[src/rtl/core/wsfd_pkg.sv]
`timescale 1ns / 1ps
`default_nettype none

package wsfd_pkg;

  typedef enum logic [2:0] {
    PH_FIRST   = 3'd0,
    PH_SECOND  = 3'd1,
    PH_EXTLEN  = 3'd2,
    PH_KEY     = 3'd3,
    PH_PAYLOAD = 3'd4
  } phase_t;

  localparam logic [6:0] LEN_CODE_16 = 7'd126;
  localparam logic [6:0] LEN_CODE_64 = 7'd127;

  localparam logic [3:0] EXT16_BYTES = 4'd2;
  localparam logic [3:0] EXT64_BYTES = 4'd8;
  localparam logic [3:0] KEY_BYTES   = 4'd4;

  localparam logic [3:0] OPC_TEXT   = 4'd1;
  localparam logic [3:0] OPC_BINARY = 4'd2;
  localparam logic [3:0] OPC_PING   = 4'd9;

  typedef struct packed {
    logic [7:0] payload_byte;
    logic       has_byte;
    logic [3:0] frame_opcode;
    logic       deliver;
    logic       frame_end;
    logic       pong_due;
  } result_t;

endpackage

`default_nettype wire

[src/rtl/core/websocket_frame_deframer.sv]
`timescale 1ns / 1ps
`default_nettype none
// WebSocket receive-side deframer. Feed the raw stream after the handshake on
// the in_ channel, one byte per item. Header bytes (opcode, length code,
// extended length, mask key) are absorbed; each payload byte leaves on the
// out_ channel unmasked and tagged with the frame opcode, a deliver flag for
// text or binary frames, frame_end on the last item, and pong_due at the end
// of a ping frame. A frame of zero length gives one item with has_byte low.
// Each result is registered in the output buffer before it appears on out_.
// Throughput: one byte per cycle while in_ready is high; the parser updates
// its state in the same cycle it accepts a byte, and a two-entry output buffer
// keeps in_ready high while one result waits. If the receiver stalls, the
// buffer fills and in_ready drops; it rises again once an item is taken.
// Reset (synchronous, active low) returns the parser to expecting a frame's
// first header byte and empties the output buffer. LENGTH_BITS sets the width
// of the length counter; larger frame lengths saturate to its maximum.
module websocket_frame_deframer #(
  parameter int LENGTH_BITS = 64
) (
  input  wire         clk,
  input  wire         rst_n,
  input  wire         in_valid,
  output logic        in_ready,
  input  wire  [7:0]  in_rx_byte,
  output logic        out_valid,
  input  wire         out_ready,
  output logic [7:0]  out_payload_byte,
  output logic        out_has_byte,
  output logic [3:0]  out_frame_opcode,
  output logic        out_deliver,
  output logic        out_frame_end,
  output logic        out_pong_due
);

  logic              in_fire;
  logic              res_valid;
  wsfd_pkg::result_t res;
  wsfd_pkg::result_t out_r;
  wsfd_pkg::result_t skid_r;
  logic              out_v_r;
  logic              skid_v_r;

  assign in_ready = ~skid_v_r;
  assign in_fire  = in_valid & in_ready;

  wsfd_parser #(
    .LENGTH_BITS (LENGTH_BITS)
  ) u_parser (
    .clk        (clk),
    .rst_n      (rst_n),
    .byte_valid (in_fire),
    .rx_byte    (in_rx_byte),
    .res_valid  (res_valid),
    .res        (res)
  );

  // While the skid entry is full no byte is accepted, so a new result and a
  // parked one never compete for the output register.
  always_ff @(posedge clk) begin
    if (!rst_n) begin
      out_v_r  <= 1'b0;
      skid_v_r <= 1'b0;
    end else if (!out_v_r || out_ready) begin
      out_v_r  <= skid_v_r | res_valid;
      skid_v_r <= 1'b0;
    end else if (res_valid) begin
      skid_v_r <= 1'b1;
    end
  end

  always_ff @(posedge clk) begin
    if (!out_v_r || out_ready) begin
      out_r <= skid_v_r ? skid_r : res;
    end else if (res_valid) begin
      skid_r <= res;
    end
  end

  assign out_valid        = out_v_r;
  assign out_payload_byte = out_r.payload_byte;
  assign out_has_byte     = out_r.has_byte;
  assign out_frame_opcode = out_r.frame_opcode;
  assign out_deliver      = out_r.deliver;
  assign out_frame_end    = out_r.frame_end;
  assign out_pong_due     = out_r.pong_due;

endmodule

`default_nettype wire

[src/rtl/core/wsfd_parser.sv]
`timescale 1ns / 1ps
`default_nettype none

module wsfd_parser #(
  parameter int LENGTH_BITS = 64
) (
  input  wire                clk,
  input  wire                rst_n,
  input  wire                byte_valid,
  input  wire  [7:0]         rx_byte,
  output logic               res_valid,
  output wsfd_pkg::result_t  res
);

  wsfd_pkg::phase_t       phase_r, phase_nxt;
  logic [3:0]             hdr_cnt_r, hdr_cnt_nxt;
  logic [3:0]             opcode_r, opcode_nxt;
  logic                   masked_r, masked_nxt;
  logic [LENGTH_BITS-1:0] rem_r, rem_nxt;
  logic                   ovf_r, ovf_nxt;
  logic [31:0]            key_r, key_nxt;
  logic [1:0]             key_idx_r, key_idx_nxt;

  logic [LENGTH_BITS-1:0] len_shift;
  logic [LENGTH_BITS-1:0] len_final;
  logic [LENGTH_BITS-1:0] rem_dec;
  logic                   ovf_shift;
  logic [3:0]             hdr_cnt_dec;
  logic [7:0]             key_byte;
  logic                   emit;
  logic                   emit_data;
  logic                   emit_end;

  always_ff @(posedge clk) begin
    if (!rst_n) begin
      phase_r   <= wsfd_pkg::PH_FIRST;
      hdr_cnt_r <= '0;
      opcode_r  <= '0;
      masked_r  <= 1'b0;
      rem_r     <= '0;
      ovf_r     <= 1'b0;
      key_r     <= '0;
      key_idx_r <= '0;
    end else if (byte_valid) begin
      phase_r   <= phase_nxt;
      hdr_cnt_r <= hdr_cnt_nxt;
      opcode_r  <= opcode_nxt;
      masked_r  <= masked_nxt;
      rem_r     <= rem_nxt;
      ovf_r     <= ovf_nxt;
      key_r     <= key_nxt;
      key_idx_r <= key_idx_nxt;
    end
  end

  // Extended length bytes shift in big-endian; any bit that would fall off the
  // top marks the length as too large, and it saturates when complete.
  assign len_shift   = {rem_r[LENGTH_BITS-9:0], rx_byte};
  assign ovf_shift   = ovf_r | (rem_r[LENGTH_BITS-1 -: 8] != 8'd0);
  assign len_final   = ovf_shift ? '1 : len_shift;
  assign hdr_cnt_dec = (hdr_cnt_r != 4'd0) ? hdr_cnt_r - 4'd1 : hdr_cnt_r;
  assign rem_dec     = (rem_r != '0) ? rem_r - {{(LENGTH_BITS-1){1'b0}}, 1'b1} : rem_r;
  // Key byte 0 sits in the top eight bits.
  assign key_byte    = key_r[{~key_idx_r, 3'b000} +: 8];

  always_comb begin
    phase_nxt   = phase_r;
    hdr_cnt_nxt = hdr_cnt_r;
    opcode_nxt  = opcode_r;
    masked_nxt  = masked_r;
    rem_nxt     = rem_r;
    ovf_nxt     = ovf_r;
    key_nxt     = key_r;
    key_idx_nxt = key_idx_r;
    emit        = 1'b0;
    emit_data   = 1'b0;
    emit_end    = 1'b0;

    case (phase_r)
      wsfd_pkg::PH_SECOND: begin
        masked_nxt  = rx_byte[7];
        key_nxt     = '0;
        key_idx_nxt = '0;
        ovf_nxt     = 1'b0;
        rem_nxt     = {{(LENGTH_BITS-7){1'b0}}, rx_byte[6:0]};
        if (rx_byte[6:0] == wsfd_pkg::LEN_CODE_16) begin
          rem_nxt     = '0;
          hdr_cnt_nxt = wsfd_pkg::EXT16_BYTES;
          phase_nxt   = wsfd_pkg::PH_EXTLEN;
        end else if (rx_byte[6:0] == wsfd_pkg::LEN_CODE_64) begin
          rem_nxt     = '0;
          hdr_cnt_nxt = wsfd_pkg::EXT64_BYTES;
          phase_nxt   = wsfd_pkg::PH_EXTLEN;
        end else if (rx_byte[7]) begin
          hdr_cnt_nxt = wsfd_pkg::KEY_BYTES;
          phase_nxt   = wsfd_pkg::PH_KEY;
        end else if (rx_byte[6:0] == 7'd0) begin
          emit      = 1'b1;
          emit_end  = 1'b1;
          phase_nxt = wsfd_pkg::PH_FIRST;
        end else begin
          phase_nxt = wsfd_pkg::PH_PAYLOAD;
        end
      end
      wsfd_pkg::PH_EXTLEN: begin
        hdr_cnt_nxt = hdr_cnt_dec;
        ovf_nxt     = ovf_shift;
        rem_nxt     = len_shift;
        if (hdr_cnt_dec == 4'd0) begin
          rem_nxt = len_final;
          if (masked_r) begin
            hdr_cnt_nxt = wsfd_pkg::KEY_BYTES;
            phase_nxt   = wsfd_pkg::PH_KEY;
          end else if (len_final == '0) begin
            emit      = 1'b1;
            emit_end  = 1'b1;
            phase_nxt = wsfd_pkg::PH_FIRST;
          end else begin
            phase_nxt = wsfd_pkg::PH_PAYLOAD;
          end
        end
      end
      wsfd_pkg::PH_KEY: begin
        key_nxt     = {key_r[23:0], rx_byte};
        hdr_cnt_nxt = hdr_cnt_dec;
        if (hdr_cnt_dec == 4'd0) begin
          if (rem_r == '0) begin
            emit      = 1'b1;
            emit_end  = 1'b1;
            phase_nxt = wsfd_pkg::PH_FIRST;
          end else begin
            phase_nxt = wsfd_pkg::PH_PAYLOAD;
          end
        end
      end
      wsfd_pkg::PH_PAYLOAD: begin
        key_idx_nxt = key_idx_r + 2'd1;
        rem_nxt     = rem_dec;
        emit        = 1'b1;
        emit_data   = 1'b1;
        emit_end    = (rem_dec == '0);
        if (rem_dec == '0) begin
          phase_nxt = wsfd_pkg::PH_FIRST;
        end
      end
      default: begin
        opcode_nxt = rx_byte[3:0];
        phase_nxt  = wsfd_pkg::PH_SECOND;
      end
    endcase
  end

  assign res_valid        = byte_valid & emit;
  assign res.payload_byte = emit_data ? (rx_byte ^ key_byte) : 8'd0;
  assign res.has_byte     = emit_data;
  assign res.frame_opcode = opcode_r;
  assign res.deliver      = (opcode_r == wsfd_pkg::OPC_TEXT) ||
                            (opcode_r == wsfd_pkg::OPC_BINARY);
  assign res.frame_end    = emit_end;
  assign res.pong_due     = emit_end && (opcode_r == wsfd_pkg::OPC_PING);

endmodule

`default_nettype wire

[config.mk]
export PLATFORM = sky130hd
export DESIGN_NAME = websocket_frame_deframer
export DESIGN_NICKNAME = d
export VERILOG_FILES = /design/src/rtl/core/wsfd_pkg.sv /design/src/rtl/core/websocket_frame_deframer.sv /design/src/rtl/core/wsfd_parser.sv
export SDC_FILE = /design/constraint.sdc
export NUM_CORES = 1
export LEC_CHECK = 0
export ABC_AREA = 1
export BUFFER_PORTS_ARGS = -buffer_cell sky130_fd_sc_hd__buf_2
export CORE_UTILIZATION = 55
export DETAILED_ROUTE_END_ITERATION = 10
export PLACE_DENSITY_LB_ADDON = 0.25
export SYNTH_ARGS = -nofsm -noshare
export SYNTH_HDL_FRONTEND = slang
export SYNTH_HIERARCHICAL = 1
export SYNTH_SLANG_ARGS = --single-unit
[constraint.sdc]
create_clock -name clk -period 3.5 [get_ports clk]
set_input_delay 0.35 -clock clk [delete_from_list [all_inputs] [get_ports clk]]
set_output_delay 0.35 -clock clk [all_outputs]
set_load 0.05 [all_outputs]
* Word level (Yosys, flattened, before mapping)
Cells that the tools add are included.
Cells by class: bitwise logic cells 10, eq/ne operators 13, reduce and logical (&&, ||, !) cells 28, shifts and indexed selects 1, multiplexer cells 41, add/sub/neg operators 3
Operators by type and width (count):
- 64-bit 2-to-1 mux | 4
- 64-bit logical NOT | 3
- 64-bit one-hot mux with 3 select lines | 1
- 32-bit one-hot mux with 2 select lines | 1
- 64-bit nonzero test | 1
- 64-bit by 1-bit subtractor with 64-bit output, second input constant | 1
- 32-bit by 6-bit variable part select with 8-bit output | 1
- 3-bit 2-to-1 mux | 10
- 4-bit 2-to-1 mux | 6
- 16-bit 2-to-1 mux | 1
- 7-bit equality test, second input constant | 2
- 2-bit AND reduction | 7
- 3-bit one-hot mux with 4 select lines | 1
- 4-bit one-hot mux with 3 select lines | 1
- 1-bit 2-to-1 mux | 10
- 8-bit 2-to-1 mux | 1
- 1-bit one-hot mux with 4 select lines | 2
- 8-bit nonzero test | 1
- 8-bit XOR | 1
- 7-bit logical NOT | 1
- 7-bit 2-to-1 mux | 1
- 3-bit by 2-bit equality test with 1-bit output, second input constant | 2
- 2-bit by 1-bit inequality test with 1-bit output, second input constant | 3
- 2-bit nonzero test | 3
- other kinds (24) | 31
Storage, ports and cells: bits of input ports 12, word-level logic and storage cells 118, output and inout bits 18, flip-flop bits (word level) 145

* Depth between registers and ports, before layout
depth in word-level cells 10, gate-level depth with buffers 23, depth with buffers taken out 22

* Modules after synthesis
Netlist, hierarchy kept.
Modules (own cells, without submodules):
- wsfd_parser | area an instance 8369.3 µm², instances 1, cells an instance 1449, seq. area each 2222.1 µm²
- websocket_frame_deframer | area an instance 1273.7 µm², instances 1, cells an instance 97, seq. area each 1001.0 µm²

* Worst setup path before layout
No wires, ideal clock.
path type register -> register, start reg u_parser.phase_r[1], end reg skid_r[0] in the netlist's numbering (enable), arrival time 2.452 ns, required time 3.111 ns, setup slack 0.660 ns, buffers on the path 0, stages on the path, launching flop included 13, library setup time 0.389 ns, clock period less this slack 2.840 ns, path through dfxtp_1 inv_1 nor2_1 inv_2 nor2_1 inv_2 nor2_1 inv_1 o22ai_1 a21oi_1 a21oi_1 inv_1 nor2_1
On the way: cells in the longest elaborated chain, start to end 4, elaborated cells between the ends (all ways) 7, those cells by class 4 x eq/ne; 1 x mux; 1 x bitwise; 1 x reduce/logical
RTL lines:
- start, declared | line wsfd_parser.sv:15 | wsfd_pkg::phase_t phase_r, phase_nxt;
- start signal, assigned | line wsfd_parser.sv:36 | phase_r <= wsfd_pkg::PH_FIRST;
- start signal, assigned | line wsfd_parser.sv:45 | phase_r <= phase_nxt;
- 3-bit equality test, or another cell as far along | line wsfd_parser.sv:79 | case (phase_r)
- 1-bit one-hot mux with 4 select lines (*) | line wsfd_parser.sv:79
- 1-bit bitwise AND (*) | line wsfd_parser.sv:153 | assign res_valid = byte_valid & emit;
- named net res_valid | line websocket_frame_deframer.sv:36 | logic res_valid;
- 2-bit AND reduction (no line) (*)
- end signal, assigned | line websocket_frame_deframer.sv:75 | skid_r <= res;
- end, declared | line websocket_frame_deframer.sv:39 | wsfd_pkg::result_t skid_r;
Mark *: on every way through the listed nets, which the timed path passes. The rest lies on a longest branch. A chain may end at the register's enable or synchronous reset.

==> impl_metrics.csv <==
group,metric,value,unit
global_route,grtUsageTotal,39.4,%
setup_path,slowest_delay,0.33,ns
global_route,grt_pass1_vias,9690,
setup_path,arrival,3.51,ns
layout,layout_common_cells,"468 x nand2_1, 218 x nor2_1, 154 x o21ai_0, 116 x inv_1, 113 x dfxtp_1",
clock_network,cts_tree,"yes",
clock_network,cts.sinks,145,
die,die_h,134,µm
global_route,grt_pass1_wl,53900,µm
clock_network,cts.path.max_buffers,2,
routing,via_per_inst,5.94,
worst_hold_path,min_delay_worst_endpoint,"skid_v_r",
timing,max-slew-margin-rel,44.7,%
die,start_util,55.9,%
logic_synthesis,synth_top_area_cell,"dfxtp_1",
clock_network,cts_made_buffers,17,
setup_path,slowest_stage,"dfxtp_1",
logic_synthesis,ys_ff_latch,145,
logic_synthesis,syn_area,9640,µm²
timing,drv_slew,0,
routing,wl_per_cell,19.6,µm
timing,hold_viol_final,0,
timing,tightest_slew,0.829,ns
routing,postRouteAntennaNets,0,
setup_path,cp_common_cell,"nand2_1",
setup_path,critPathMaxFanout,10,
job,drv_cap,0,
setup_path,reg2reg_slack,0.29,ns
placement,dp_cells,1782,
clock_network,post-cts-setup-buffers,0,
layout,layout.nets,1591,
timing,fin_crit,3.21,ns
logic_synthesis,synth_warnings,6,
die,fp-row-count,48,
layout,regArea,3220,µm²
layout,stdcell_count,1814,
worst_hold_path,min_path_type,"in2reg",
setup_path,r2r-start,"u_parser/rem_r[0]",
routing,drt_iter0_markers,1234,
logic_synthesis,yosysUniqueCellTypes,39,
placement,dp_slack,0.317,ns
power_and_ir_drop,power.leakage,4.82,nW
clock_network,cts-resized-gates,0,
clock_network,insertion_delay,0.43,ns
layout,area_delta_synth_final,11.4,%
placement,io_buffers,29,
global_route,grt_max_degree,66,
timing,finalCritPeriodShare,91.7,%
clock_network,cts_root_buffer,"clkbuf_16",
clock_network,ctsHoldBuffers,0,
setup_path,critPathTopFamily,"simple AND/OR/NAND/NOR gates",
worst_hold_path,hp-start,"out_ready",
global_route,overflow,0,
timing,finalSetupTns,0,ns
power_and_ir_drop,ir_drop,400,µV
timing,rsz0062_at_grt,"false",
timing,worst_clock_skew,0.00794,ns
timing,setup_slack,0.291,ns
routing,vias,10784,
clock_network,path_clk_slew,0.07,ns
power_and_ir_drop,power_density,830,nW/µm²
logic_synthesis,ys_top_cells_by_area,"dfxtp_1 23%, nand2_1 18%, edfxtp_1 10%, nor2_1 8.6%, o21ai_0 8.0%",
die,die_w,134,µm
placement,dpl.hpwl,26100,µm
setup_path,cp.required,3.80,ns
die,ios,30,
logic_synthesis,ys_seq_area_share,33.4,%
clock_network,cts_max_level,4,
routing,dr.pass1.iters,5,
setup_path,timing.rr.end,"out_pong_due",
layout,drive_above_1_share,10.4,%
logic_synthesis,netlist_instances,1546,
setup_path,path_cells,"inv_2 > ha_2 > nand2_1 > nor2_1 > nand3_1 > nor2_2 > nand2_1 > nand2_1 > nand2_1 > nand2_1 > nand4_1 > nor2_1 > nand2_1 > nor3_1 > nand2_1 > nand2_1 > nand2_1 > nor2_1 > nand2_1 > nand2_1",
logic_synthesis,yosysTopAreaCellShare,23.5,%
layout,multiInputGateArea,5620,µm²
layout,utilization,62.3,%
global_route,antenna_found_initial,0,
outcome,status,"finished clean",
layout,stdcell_area,10700,µm²
timing,timing.fmax,0.312,GHz
setup_path,end_kind,"flop",
layout,diodes,0,
layout,final_common_cell,"nand2_1",
die,core_area,17200,µm²
timing,setup_violations,0,
routing,drcViolationCount,0,
setup_path,r2r_cells,20,
layout,fill_cells,1753,
logic_synthesis,avgSynthCellArea,6.24,µm²
placement,place_area,10200,µm²
die,die_area,18100,µm²
setup_path,crit_buf_inv,1,
setup_path,critical_path_class,"reg2reg",
placement,gp_congestion,1.02,
routing,drt-total-wl,35500,µm
worst_hold_path,hold_depth,4,
logic_synthesis,syn_nets,1561,
setup_path,startpoint_type,"flop",
[cell families after synthesis]
kind of cell | after synthesis | synth area share [%]
AO/OA/AOI/OAI | 328 | 18.9
XOR/XNOR | 16 | 1.45
adder cells (fa/ha/maj) | 3 | 0.389
buffers and inverters | 195 | 8.65
flip-flops | 145 | 33.4
AND/OR/NAND/NOR | 859 | 37.2
[final cells by class]
cell class	count	share of cell area, %
multi-input combinational	1206	52.3
timing repair buffer	80	5.38
sequential	145	30.0
clock buffer	18	3.99
inverter	126	4.40
clock inverter	14	1.34
tap	225	2.62
[how the worst max path moves through the flow]
stage | cells past startpoint | endpoint | start | slack (ns)
floorplan | 12 | skid_r[0] | u_parser/phase_r[1] | 0.66
global placement | 20 | out_pong_due | u_parser/rem_r[0] | 0.24
detailed placement | 20 | out_pong_due | u_parser/rem_r[0] | 0.32
CTS | 20 | out_pong_due | u_parser/rem_r[0] | 0.28
global route | 20 | out_pong_due | u_parser/rem_r[0] | 0.02
finish | 20 | out_pong_due | u_parser/rem_r[0] | 0.29
[metrics by stage]
step / hold WS, ns / power, mW
after CTS: 0.190 / 8.76
final: 0.203 / 8.92
after global routing: 0.237 / 9.39
after global placement: 0.454 / 6.93
after detailed placement: 0.459 / 6.93
after floorplan: 0.446 / 5.33
[where the power goes]
group | total, mW | internal (mW) | switching, mW
Sequential | 2.19 | 1.95 | 0.240
Combinational | 4.90 | 1.34 | 3.56
Clock | 1.83 | 1.01 | 0.823
Total | 8.92 | 4.30 | 4.62
[worst register-to-register path, cell delays in order (launching register included)]
cell and delay (ns):
dfxtp_1 0.33, inv_2 0.19, ha_2 0.31, nand2_1 0.08, nor2_1 0.21, nand3_1 0.30
nor2_2 0.31, nand2_1 0.08, nand2_1 0.07, nand2_1 0.06, nand2_1 0.18, nand4_1 0.12
nor2_1 0.13, nand2_1 0.11, nor3_1 0.14, nand2_1 0.10, nand2_1 0.06, nand2_1 0.06
nor2_1 0.11, nand2_1 0.06, nand2_1 0.06
[state kept, by name, summed over array words and instances, names as in the netlist]
| register | count |
|---|---|
| out_deliver | 1 |
| u_parser/opcode_r | 4 |
| out_payload_byte | 8 |
| out_valid | 1 |
| skid_v_r | 1 |
| out_frame_opcode | 4 |
| u_parser/key_idx_r | 2 |
| out_pong_due | 1 |
| u_parser/rem_r | 64 |
| u_parser/key_r | 32 |
| u_parser/phase_r | 3 |
| u_parser/ovf_r | 1 |
| u_parser/hdr_cnt_r | 4 |
| out_frame_end | 1 |
| skid_r | 16 |
| u_parser/masked_r | 1 |
| out_has_byte | 1 |
[cells in the mapped netlist]
| library cell | count |
|---|---|
| nand2_1 | 468 |
| nor2_1 | 221 |
| o21ai_0 | 154 |
| inv_1 | 116 |
| dfxtp_1 | 113 |
| nand3_1 | 77 |
| a21oi_1 | 68 |
| clkbuf_1 | 44 |
| a31oi_1 | 42 |
| edfxtp_1 | 32 |
| o211ai_1 | 32 |
| nand3b_1 | 24 |
| nor2_2 | 17 |
| nand2_2 | 15 |
| nand4_1 | 14 |
| nor3_1 | 13 |
| buf_2 | 12 |
| xor2_1 | 12 |
| o21ai_1 | 11 |
| o22ai_1 | 10 |
| inv_2 | 8 |
| buf_6 | 6 |
| a211oi_1 | 4 |
| buf_4 | 4 |
| xnor2_1 | 4 |
| ha_1 | 3 |
| nor2_4 | 3 |
| or2_2 | 3 |
| a221oi_1 | 2 |
| clkinv_1 | 2 |
| nor4_1 | 2 |
| o21ai_2 | 2 |
| o311ai_0 | 2 |
| and2_1 | 1 |
| buf_1 | 1 |
| buf_12 | 1 |
| buf_8 | 1 |
| nand3_2 | 1 |
| o31ai_1 | 1 |
[per-layer routing]
layer	vias up	routed length [µm]	global-route usage, %
met2	586	16400	65.1
met5	-	0	0
met4	0	1900	22.1
met3	108	2940	5.74
met1	4911	14300	49.2
li1	5179	-	-
Note: power is estimated with default switching activity, not from simulation.
